## src/hw/rtl/tci_pkg.sv

```systemverilog
// Package for the threshold crossing interpolator.
// Sizes, reset constants, codes and controller/datapath link types.
// No dependencies.
`default_nettype none

package tci_pkg;

    localparam int DATA_WIDTH = 32;
    localparam int FRAC_BITS  = 24;

    // product / quotient register holds |dx| * |dn|, both DATA_WIDTH+1 bits
    localparam int MAG_W  = DATA_WIDTH + 1;
    localparam int PROD_W = 2 * MAG_W;
    localparam int CNT_W  = $clog2(PROD_W);

    localparam logic [CNT_W-1:0] MUL_LAST = CNT_W'(MAG_W - 1);
    localparam logic [CNT_W-1:0] DIV_LAST = CNT_W'(PROD_W - 1);

    // round(1.0e-4 * 2^FRAC_BITS)
    localparam longint unsigned THRESH_RESET_FULL =
        ((64'd1 << FRAC_BITS) + 64'd5000) / 64'd10000;
    localparam logic [DATA_WIDTH-1:0] THRESH_RESET = DATA_WIDTH'(THRESH_RESET_FULL);

    typedef enum logic [1:0] {
        STAT_OK    = 2'd0,
        STAT_NEVER = 2'd1,
        STAT_FIRST = 2'd2,
        STAT_FLAT  = 2'd3
    } status_t;

    typedef enum logic [1:0] {
        MS_NONE  = 2'd0,
        MS_FIRST = 2'd1,
        MS_SEG   = 2'd2
    } match_t;

    typedef enum logic [1:0] {
        S_IDLE = 2'd0,
        S_MUL  = 2'd1,
        S_DIV  = 2'd2,
        S_FIN  = 2'd3
    } ctrl_state_t;

    typedef struct packed {
        logic accept;
        logic mul_step;
        logic div_step;
        logic load_out;
    } tci_cmd_t;

    typedef struct packed {
        logic need_calc;
        logic mul_done;
        logic div_done;
    } tci_stat_t;

endpackage

`default_nettype wire

```

## src/hw/rtl/tci_in_if.sv

```systemverilog
// Sample channel: valid/ready handshake with x, y and last mark.
// Depends on tci_pkg.
`default_nettype none

interface tci_in_if;
    import tci_pkg::*;

    logic                         valid;
    logic                         ready;
    logic signed [DATA_WIDTH-1:0] x_value;
    logic signed [DATA_WIDTH-1:0] y_value;
    logic                         is_last;

    modport source (output valid, output x_value, output y_value, output is_last,
                    input ready);
    modport sink   (input valid, input x_value, input y_value, input is_last,
                    output ready);
endinterface

`default_nettype wire

```

## src/hw/rtl/tci_out_if.sv

```systemverilog
// Result channel: valid/ready handshake with crossing x and status.
// Depends on tci_pkg.
`default_nettype none

interface tci_out_if;
    import tci_pkg::*;

    logic                         valid;
    logic                         ready;
    logic signed [DATA_WIDTH-1:0] crossing_x;
    logic [1:0]                   status;

    modport source (output valid, output crossing_x, output status, input ready);
    modport sink   (input valid, input crossing_x, input status, output ready);
endinterface

`default_nettype wire

```

## src/hw/rtl/tci_ctrl.sv

```systemverilog
// Controller FSM: handshakes, multiply/divide sequencing, result valid.
// Depends on tci_pkg.
`default_nettype none

module tci_ctrl (
    input  wire logic               clk,
    input  wire logic               rst_n,
    input  wire logic               in_valid,
    input  wire logic               in_last,
    output logic                    in_ready,
    output logic                    out_valid,
    input  wire logic               out_ready,
    input  wire tci_pkg::tci_stat_t stat,
    output tci_pkg::tci_cmd_t       cmd
);
    import tci_pkg::*;

    ctrl_state_t state_reg, state_next;
    logic        out_valid_reg, out_valid_next;
    logic        slot_free;
    logic        accept;

    assign slot_free = !out_valid_reg || out_ready;
    assign accept    = in_valid && in_ready;

    always_comb
    begin
        state_next = state_reg;
        case (state_reg)
            S_IDLE:
            begin
                if (accept && in_last && stat.need_calc)
                begin
                    state_next = S_MUL;
                end
            end
            S_MUL:
            begin
                if (stat.mul_done)
                begin
                    state_next = S_DIV;
                end
            end
            S_DIV:
            begin
                if (stat.div_done)
                begin
                    state_next = S_FIN;
                end
            end
            S_FIN:
            begin
                if (slot_free)
                begin
                    state_next = S_IDLE;
                end
            end
            default:
            begin
                state_next = S_IDLE;
            end
        endcase
    end

    always_comb
    begin
        in_ready     = 1'b0;
        cmd          = '0;
        case (state_reg)
            S_IDLE:
            begin
                in_ready   = slot_free;
                cmd.accept = accept;
            end
            S_MUL:
            begin
                cmd.mul_step = 1'b1;
            end
            S_DIV:
            begin
                cmd.div_step = 1'b1;
            end
            S_FIN:
            begin
                cmd.load_out = slot_free;
            end
            default:
            begin
                cmd = '0;
            end
        endcase
    end

    always_comb
    begin
        out_valid_next = out_valid_reg;
        if (out_ready)
        begin
            out_valid_next = 1'b0;
        end
        if (cmd.load_out || (cmd.accept && in_last && !stat.need_calc))
        begin
            out_valid_next = 1'b1;
        end
    end

    assign out_valid = out_valid_reg;

    always_ff @(posedge clk or negedge rst_n)
    begin
        if (!rst_n)
        begin
            state_reg     <= S_IDLE;
            out_valid_reg <= 1'b0;
        end
        else
        begin
            state_reg     <= state_next;
            out_valid_reg <= out_valid_next;
        end
    end

endmodule

`default_nettype wire

```

## src/hw/rtl/tci_dpath.sv

```systemverilog
// Datapath: threshold register, stream/segment state, shift-add multiplier,
// restoring divider, saturating add and result registers. Depends on tci_pkg.
`default_nettype none

module tci_dpath (
    input  wire logic                                clk,
    input  wire logic                                rst_n,
    input  wire logic                                cfg_we,
    input  wire logic        [tci_pkg::DATA_WIDTH-1:0] cfg_wdata,
    input  wire logic signed [tci_pkg::DATA_WIDTH-1:0] x_value,
    input  wire logic signed [tci_pkg::DATA_WIDTH-1:0] y_value,
    input  wire logic                                is_last,
    input  wire tci_pkg::tci_cmd_t                   cmd,
    output tci_pkg::tci_stat_t                       stat,
    output logic signed [tci_pkg::DATA_WIDTH-1:0]    crossing_x,
    output logic        [1:0]                        status
);
    import tci_pkg::*;

    localparam int W = DATA_WIDTH;
    localparam int SUM_W = PROD_W + 2;

    logic [W-1:0] thr_reg;
    logic [W-1:0] prev_x_reg, prev_x_next, prev_y_reg, prev_y_next;
    logic         have_prev_reg, have_prev_next;
    logic [W-1:0] seg_x0_reg, seg_x0_next, seg_y0_reg, seg_y0_next;
    logic [W-1:0] seg_x1_reg, seg_x1_next, seg_y1_reg, seg_y1_next;
    match_t       match_reg, match_next;

    logic [MAG_W-1:0]  mcand_reg, mcand_next;
    logic [MAG_W-1:0]  dy_mag_reg, dy_mag_next;
    logic [PROD_W-1:0] prod_reg, prod_next;
    logic [MAG_W-1:0]  rem_reg, rem_next;
    logic [CNT_W-1:0]  cnt_reg, cnt_next;
    logic              neg_reg, neg_next;
    logic [W-1:0]      x0_reg, x0_next;
    logic [W-1:0]      cx_reg, cx_next;
    status_t           stat_reg, stat_next;

    logic             hit;
    logic [MAG_W-1:0] dx, dy, dn;
    logic [MAG_W-1:0] dx_mag, dy_mag, dn_mag;
    logic             flat;
    status_t          direct_stat;

    logic [MAG_W:0]    mul_sum;
    logic [MAG_W:0]    trial;
    logic [MAG_W+1:0]  diff;
    logic [PROD_W:0]   q_signed;
    logic [SUM_W-1:0]  s;
    logic [SUM_W-W:0]  s_top;

    // sample match and segment update
    always_comb
    begin
        hit            = $signed(y_value) >= $signed(thr_reg);
        seg_x0_next    = seg_x0_reg;
        seg_y0_next    = seg_y0_reg;
        seg_x1_next    = seg_x1_reg;
        seg_y1_next    = seg_y1_reg;
        match_next     = match_reg;
        prev_x_next    = prev_x_reg;
        prev_y_next    = prev_y_reg;
        have_prev_next = have_prev_reg;
        if (cmd.accept)
        begin
            if (hit && have_prev_reg)
            begin
                seg_x0_next = prev_x_reg;
                seg_y0_next = prev_y_reg;
                seg_x1_next = x_value;
                seg_y1_next = y_value;
                match_next  = MS_SEG;
            end
            else if (hit)
            begin
                match_next = MS_FIRST;
            end
            prev_x_next    = x_value;
            prev_y_next    = y_value;
            have_prev_next = 1'b1;
        end
    end

    // segment differences, exact in W+1 bits
    always_comb
    begin
        dx     = {seg_x1_next[W-1], seg_x1_next} - {seg_x0_next[W-1], seg_x0_next};
        dy     = {seg_y1_next[W-1], seg_y1_next} - {seg_y0_next[W-1], seg_y0_next};
        dn     = {thr_reg[W-1], thr_reg} - {seg_y0_next[W-1], seg_y0_next};
        dx_mag = dx[MAG_W-1] ? (~dx + 1'b1) : dx;
        dy_mag = dy[MAG_W-1] ? (~dy + 1'b1) : dy;
        dn_mag = dn[MAG_W-1] ? (~dn + 1'b1) : dn;
        flat   = (dy == '0);
        case (match_next)
            MS_NONE:  direct_stat = STAT_NEVER;
            MS_FIRST: direct_stat = STAT_FIRST;
            default:  direct_stat = STAT_FLAT;
        endcase
    end

    assign stat.need_calc = (match_next == MS_SEG) && !flat;
    assign stat.mul_done  = (cnt_reg == MUL_LAST);
    assign stat.div_done  = (cnt_reg == DIV_LAST);

    // multiply/divide iteration and result assembly
    always_comb
    begin
        mul_sum  = {1'b0, prod_reg[PROD_W-1:MAG_W]}
                 + {1'b0, (prod_reg[0] ? mcand_reg : {MAG_W{1'b0}})};
        trial    = {rem_reg, prod_reg[PROD_W-1]};
        diff     = {1'b0, trial} - {2'b00, dy_mag_reg};
        q_signed = neg_reg ? (~{1'b0, prod_reg} + 1'b1) : {1'b0, prod_reg};
        s        = {{(SUM_W-W){x0_reg[W-1]}}, x0_reg} + {q_signed[PROD_W], q_signed};
        s_top    = s[SUM_W-1:W-1];

        mcand_next  = mcand_reg;
        dy_mag_next = dy_mag_reg;
        prod_next   = prod_reg;
        rem_next    = rem_reg;
        cnt_next    = cnt_reg;
        neg_next    = neg_reg;
        x0_next     = x0_reg;
        cx_next     = cx_reg;
        stat_next   = stat_reg;

        if (cmd.accept && is_last)
        begin
            mcand_next  = dx_mag;
            dy_mag_next = dy_mag;
            prod_next   = {{MAG_W{1'b0}}, dn_mag};
            rem_next    = '0;
            cnt_next    = '0;
            neg_next    = dx[MAG_W-1] ^ dy[MAG_W-1] ^ dn[MAG_W-1];
            x0_next     = seg_x0_next;
            if (!stat.need_calc)
            begin
                cx_next   = '0;
                stat_next = direct_stat;
            end
        end
        if (cmd.mul_step)
        begin
            prod_next = {mul_sum, prod_reg[MAG_W-1:1]};
            cnt_next  = stat.mul_done ? '0 : cnt_reg + 1'b1;
        end
        if (cmd.div_step)
        begin
            if (!diff[MAG_W+1])
            begin
                rem_next  = diff[MAG_W-1:0];
                prod_next = {prod_reg[PROD_W-2:0], 1'b1};
            end
            else
            begin
                rem_next  = trial[MAG_W-1:0];
                prod_next = {prod_reg[PROD_W-2:0], 1'b0};
            end
            cnt_next = stat.div_done ? '0 : cnt_reg + 1'b1;
        end
        if (cmd.load_out)
        begin
            stat_next = STAT_OK;
            if (!s[SUM_W-1] && (s_top != '0))
            begin
                cx_next = {1'b0, {(W-1){1'b1}}};
            end
            else if (s[SUM_W-1] && (s_top != '1))
            begin
                cx_next = {1'b1, {(W-1){1'b0}}};
            end
            else
            begin
                cx_next = s[W-1:0];
            end
        end
    end

    always_ff @(posedge clk or negedge rst_n)
    begin
        if (!rst_n)
        begin
            thr_reg       <= THRESH_RESET;
            have_prev_reg <= 1'b0;
            match_reg     <= MS_NONE;
            cnt_reg       <= '0;
        end
        else
        begin
            if (cfg_we)
            begin
                thr_reg <= cfg_wdata;
            end
            if (cmd.accept && is_last)
            begin
                have_prev_reg <= 1'b0;
                match_reg     <= MS_NONE;
            end
            else
            begin
                have_prev_reg <= have_prev_next;
                match_reg     <= match_next;
            end
            cnt_reg <= cnt_next;
        end
    end

    always_ff @(posedge clk)
    begin
        prev_x_reg <= prev_x_next;
        prev_y_reg <= prev_y_next;
        seg_x0_reg <= seg_x0_next;
        seg_y0_reg <= seg_y0_next;
        seg_x1_reg <= seg_x1_next;
        seg_y1_reg <= seg_y1_next;
        mcand_reg  <= mcand_next;
        dy_mag_reg <= dy_mag_next;
        prod_reg   <= prod_next;
        rem_reg    <= rem_next;
        neg_reg    <= neg_next;
        x0_reg     <= x0_next;
        cx_reg     <= cx_next;
        stat_reg   <= stat_next;
    end

    assign crossing_x = cx_reg;
    assign status     = stat_reg;

endmodule

`default_nettype wire

```

## src/hw/rtl/threshold_crossing_interpolator.sv

```systemverilog
// Top level of the threshold crossing interpolator.
// Depends on tci_pkg, tci_in_if, tci_out_if, tci_ctrl and tci_dpath.
//
// Samples are taken one per cycle while idle and the output slot is free. A
// sample with is_last set ends the data set and yields one result word; if
// the set never reached the threshold, reached it only at its first sample,
// or its last segment that ends at or above the threshold is flat, that word
// is ready the cycle after the sample. Otherwise the crossing is computed by
// a bit-serial shift-add multiplier followed by a restoring divider that
// shares the product register and a saturating add; no sample is taken
// meanwhile. The result sits in an output register; while it waits unaccepted
// no sample is taken, and a sample is taken again in the cycle its word is
// accepted. Stream state clears after every last sample. The user must write
// threshold via cfg_we/cfg_wdata only while idle; the block won't enforce it.
`default_nettype none

module threshold_crossing_interpolator (
    input  wire logic                          clk,
    input  wire logic                          rst_n,
    input  wire logic                          cfg_we,
    input  wire logic [tci_pkg::DATA_WIDTH-1:0] cfg_wdata,
    tci_in_if.sink                             samples,
    tci_out_if.source                          result
);
    import tci_pkg::*;

    tci_cmd_t  cmd;
    tci_stat_t stat;

    tci_ctrl u_ctrl (
        .clk       (clk),
        .rst_n     (rst_n),
        .in_valid  (samples.valid),
        .in_last   (samples.is_last),
        .in_ready  (samples.ready),
        .out_valid (result.valid),
        .out_ready (result.ready),
        .stat      (stat),
        .cmd       (cmd)
    );

    tci_dpath u_dpath (
        .clk        (clk),
        .rst_n      (rst_n),
        .cfg_we     (cfg_we),
        .cfg_wdata  (cfg_wdata),
        .x_value    (samples.x_value),
        .y_value    (samples.y_value),
        .is_last    (samples.is_last),
        .cmd        (cmd),
        .stat       (stat),
        .crossing_x (result.crossing_x),
        .status     (result.status)
    );

endmodule

`default_nettype wire

```

## src/flat_wrapper.sv

```systemverilog
// flat-port wrapper written by rule: the top's interface ports become plain ports
module threshold_crossing_interpolator_flat import tci_pkg::*;
  (clk, rst_n, cfg_we, cfg_wdata, samples_valid, samples_x_value, samples_y_value, samples_is_last, samples_ready, result_valid, result_crossing_x, result_status, result_ready);
  tci_in_if samples_i ();
  tci_out_if result_i ();
  input  wire logic clk;
  input  wire logic rst_n;
  input  wire logic cfg_we;
  input  wire logic [tci_pkg::DATA_WIDTH-1:0] cfg_wdata;
  input wire logic [$bits(samples_i.valid)-1:0] samples_valid;
  input wire logic [$bits(samples_i.x_value)-1:0] samples_x_value;
  input wire logic [$bits(samples_i.y_value)-1:0] samples_y_value;
  input wire logic [$bits(samples_i.is_last)-1:0] samples_is_last;
  output wire logic [$bits(samples_i.ready)-1:0] samples_ready;
  output wire logic [$bits(result_i.valid)-1:0] result_valid;
  output wire logic [$bits(result_i.crossing_x)-1:0] result_crossing_x;
  output wire logic [$bits(result_i.status)-1:0] result_status;
  input wire logic [$bits(result_i.ready)-1:0] result_ready;
  assign samples_i.valid = samples_valid;
  assign samples_i.x_value = samples_x_value;
  assign samples_i.y_value = samples_y_value;
  assign samples_i.is_last = samples_is_last;
  assign samples_ready = samples_i.ready;
  assign result_valid = result_i.valid;
  assign result_crossing_x = result_i.crossing_x;
  assign result_status = result_i.status;
  assign result_i.ready = result_ready;
  threshold_crossing_interpolator u_core (.clk(clk), .rst_n(rst_n), .cfg_we(cfg_we), .cfg_wdata(cfg_wdata), .samples(samples_i), .result(result_i));
endmodule
```

## config.mk

```make
export PLATFORM = sky130hd
export DESIGN_NAME = threshold_crossing_interpolator_flat
export DESIGN_NICKNAME = d
export VERILOG_FILES = /design/src/hw/rtl/tci_pkg.sv /design/src/hw/rtl/tci_in_if.sv /design/src/hw/rtl/tci_out_if.sv /design/src/hw/rtl/tci_ctrl.sv /design/src/hw/rtl/tci_dpath.sv /design/src/hw/rtl/threshold_crossing_interpolator.sv /design/src/flat_wrapper.sv
export SDC_FILE = /design/constraint.sdc
export NUM_CORES = 1
export LEC_CHECK = 0
export ABC_AREA = 1
export ABC_CLOCK_PERIOD_IN_PS = 12900
export BUFFER_PORTS_ARGS = -buffer_cell sky130_fd_sc_hd__buf_2
export CAP_MARGIN = 15
export CORE_AREA = 2 2 309 311
export DETAILED_ROUTE_END_ITERATION = 16
export DIE_AREA = 0 0 311 313
export SYNTH_ARGS = -nofsm -noshare
export SYNTH_HDL_FRONTEND = slang
export SYNTH_SLANG_ARGS = --single-unit
```

## constraint.sdc

```tcl
create_clock -name clk -period 12.9 [get_ports clk]
set_input_delay 0.645 -clock clk [delete_from_list [all_inputs] [get_ports clk]]
set_output_delay 0.645 -clock clk [all_outputs]
set_load 0.01 [all_outputs]
```

==> flow_metrics.tcl <==
set metrics [dict create \
    rows 113 \
    fin_area_mm2 0.0411 \
    yosysSeqAreaShare_pct 33.8 \
    worstMarginPinSlew_ns 1.07 \
    ys_top_cells_by_area "edfxtp_1, nand2_1, ha_1" \
    clockBufferDepth 3 \
    hold_buffers 0 \
    cp-start-kind "flip-flop" \
    yosys-top-cells-count "nand2_1, inv_1, nor2_1" \
    cts_resized 0 \
    die_w_um 311 \
    final_core_util_pct 43.7 \
    timing.hold.ws_ns 0.183 \
    rsz0062_at_grt "no" \
    dp_hpwl_mm 95.8 \
    initial_utilization_pct 39.6 \
    critical_path.top_delay_family "simple AND/OR/NAND/NOR gates" \
    cts_setup_buffers 0 \
    wire_per_inst_um 17.6 \
    max-slew-margin-rel_pct 28.4 \
    viasPerCell 5.18 \
    drc 0 \
    synthesis.area_mm2 0.0373 \
    grt_use_total_pct 24.0 \
    clock_skew_ns 0.0385 \
    ios 138 \
    finalCritPeriodShare_pct 66.0 \
    status "complete, no violations" \
    arrival_ns 8.91 \
    synth-async-reset-ratio_pct 9.59 \
    first_global_vias 32600 \
    coreArea_mm2 0.0942 \
    first_iter_violations 2788 \
    fmax_mhz 117 \
    power_leakage_nw 20.2 \
    path_buf_inv 3 \
    seq_area_mm2 0.0126 \
    grt_max_degree 80 \
    dp.cells 6695 \
    grt_pass1_wl_mm 186 \
    root_buffer "clkbuf_16" \
    yosysMostFrequentCell "nand2_1" \
    drv_cap 0 \
    antenna_cells 0 \
    worstPathRequired_ns 13.29 \
    cts_max_level 2 \
    drt_wl_total_mm 119 \
    max-vdd-ir-drop_mv 0.107 \
    finalPower_mw 6.58 \
    antenna_found_initial 2 \
    path_depth 31 \
    crit_path_max_fanout 79 \
    power_density_mw_per_mm2 160 \
    place_ws_ns 4.29 \
    critPathCapture "u_core.u_dpath.mcand_reg[30]" \
    cts_buffers 56 \
    placed_cell_area_mm2 0.0392 \
    r2r_cells 31 \
    cts_tree "yes" \
    grt_overflow_total 0 \
    drive_above_1_share_pct 7.91 \
    rr_endpoint "u_core.u_dpath.mcand_reg[30]" \
    ff2ff_setup_slack_ns 4.38 \
    dieHeight_um 313 \
    first_pass_iters 6 \
    num_vias 35200 \
    r2r_start "u_core.u_dpath.thr_reg[7]" \
    gp_congestion 0.994 \
    max_stage_delay_ns 0.75 \
    multiInputGateArea_mm2 0.0212 \
    port_buffers 137 \
    period_needed_ns 8.52 \
    postRouteAntennaNets 0 \
    final_nets 5824 \
    synth_edf_count 299 \
    finalHoldViolCount 0 \
    synth_flop_cell "edfxtp_1" \
    postLayoutSetupSlackWorst_ns 4.38 \
    critPathSlowestCell "inv_2" \
    syn_area_per_cell_um2 6.92 \
    yosysWarnings 0 \
    areaGrowthSynthToFinish_pct 10.3 \
    syn-instance-count 5384 \
    instances_no_fill 6801 \
    cp-end-kind "flip-flop" \
    clk_latency_ns 0.65 \
    crit_path_start "u_core.u_dpath.thr_reg[7]" \
    cp_common_cell "nand3_1" \
    setup.worst_path.class "flip-flop to flip-flop" \
    setup_viol 0 \
    largest_reg_flops 66 \
    synth_top_area_share_pct 24.1 \
    timing.final.max_slew_violations 0 \
    synth.net_count 5720 \
    fill_cells 9763 \
    setup_tns_ns 0 \
    yosys_register_bits 469 \
    synth_largest_area_cell "edfxtp_1" \
    path_clk_slew_ns 0.06 \
    yosysUniqueCellTypes 57 \
    hold_class "input pin to asynchronous set/reset pin" \
    die_area_mm2 0.0973 \
    cts.sinks 469 \
]
## cells by family after synthesis
group	after synthesis	share of synthesized area, %
AO/OA/AOI/OAI	809	12.0
XOR/XNOR	237	5.57
adder cells (fa/ha/maj)	234	7.94
buffers and inverters	900	9.42
flip-flops	469	33.8
AND/OR/NAND/NOR	2735	31.2
## routing by layer
metal | share of wire (%) | up-vias | GRT usage, %
met3 | 5.5 | 155 | 2.45
met2 | 44 | 1003 | 38.4
met5 | 0.0084 | - | 0
met4 | 3.0 | 2 | 7.17
li1 | - | 17800 | -
met1 | 47 | 16200 | 34.3
## layout by cell type (no fill, tap or decap), types with 19 or more instances in the layout
master / netlist / final
nor2_1: 415 / 412
dfrtp_1: 39 / 39
nor4_1: 26 / 26
xnor2_1: 62 / 62
nand2_1: 1614 / 1612
inv_2: 29 / 29
o22ai_1: 22 / 22
edfxtp_1: 299 / 299
dfxtp_1: 125 / 125
or2_2: 46 / 46
nor2_2: 43 / 44
nand2_2: 32 / 33
o21ai_0: 267 / 267
clkbuf_16: 0 / 58
nor3_1: 57 / 57
inv_1: 760 / 757
nand3_1: 353 / 353
xor2_1: 175 / 175
nand4_1: 83 / 83
buf_2: 18 / 137
buf_4: 9 / 19
o21ai_1: 24 / 24
a21oi_1: 335 / 335
nand3b_1: 34 / 34
ha_1: 230 / 229
a31oi_1: 41 / 41
## area by class of cell
| cell class | instances | area share (%) |
|---|---|---|
| tap | 1265 | 3.85 |
| timing repair buffer | 156 | 2.01 |
| clock buffer | 73 | 3.79 |
| inverter | 790 | 7.22 |
| multi-input combinational | 4015 | 51.5 |
| clock inverter | 33 | 0.943 |
| sequential | 469 | 30.7 |
## worst reg2reg max path, delay by kind of cell (launching register included)
| kind | cells | cell delay (ns) |
|---|---|---|
| adder cells (fa/ha/maj) | 2 | 0.67 |
| buffers and inverters | 3 | 1.49 |
| AND/OR/NAND/NOR | 16 | 3.41 |
| flip-flops | 1 | 0.53 |
| AO/OA/AOI/OAI | 9 | 1.84 |
| XOR/XNOR | 1 | 0.34 |
## worst min-delay path by stage
stage                                    end  slack [ns]  depth (start not counted)
2_1_floorplan        u_core.u_ctrl.out_valid        0.35                          0
3_3_place_gp    u_core.u_dpath.seg_x1_reg[6]        0.44                          2
3_5_place_dp   u_core.u_dpath.seg_x1_reg[28]        0.44                          2
4_1_cts        u_core.u_dpath.prev_x_reg[25]        0.16                          1
5_1_grt        u_core.u_dpath.prev_x_reg[25]        0.18                          1
6_report           u_core.u_dpath.thr_reg[6]        0.18                          2
## power breakdown
| part | total, mW | internal (mW) | leakage [nW] | switching, mW |
|---|---|---|---|---|
| combinational | 2.89 | 0.973 | 14.9 | 1.91 |
| sequential | 2.02 | 1.85 | 4.35 | 0.172 |
| clock | 1.68 | 0.983 | 0.946 | 0.693 |
| total | 6.58 | 3.81 | 20.2 | 2.78 |
Note: power is estimated with default switching activity, not from simulation.
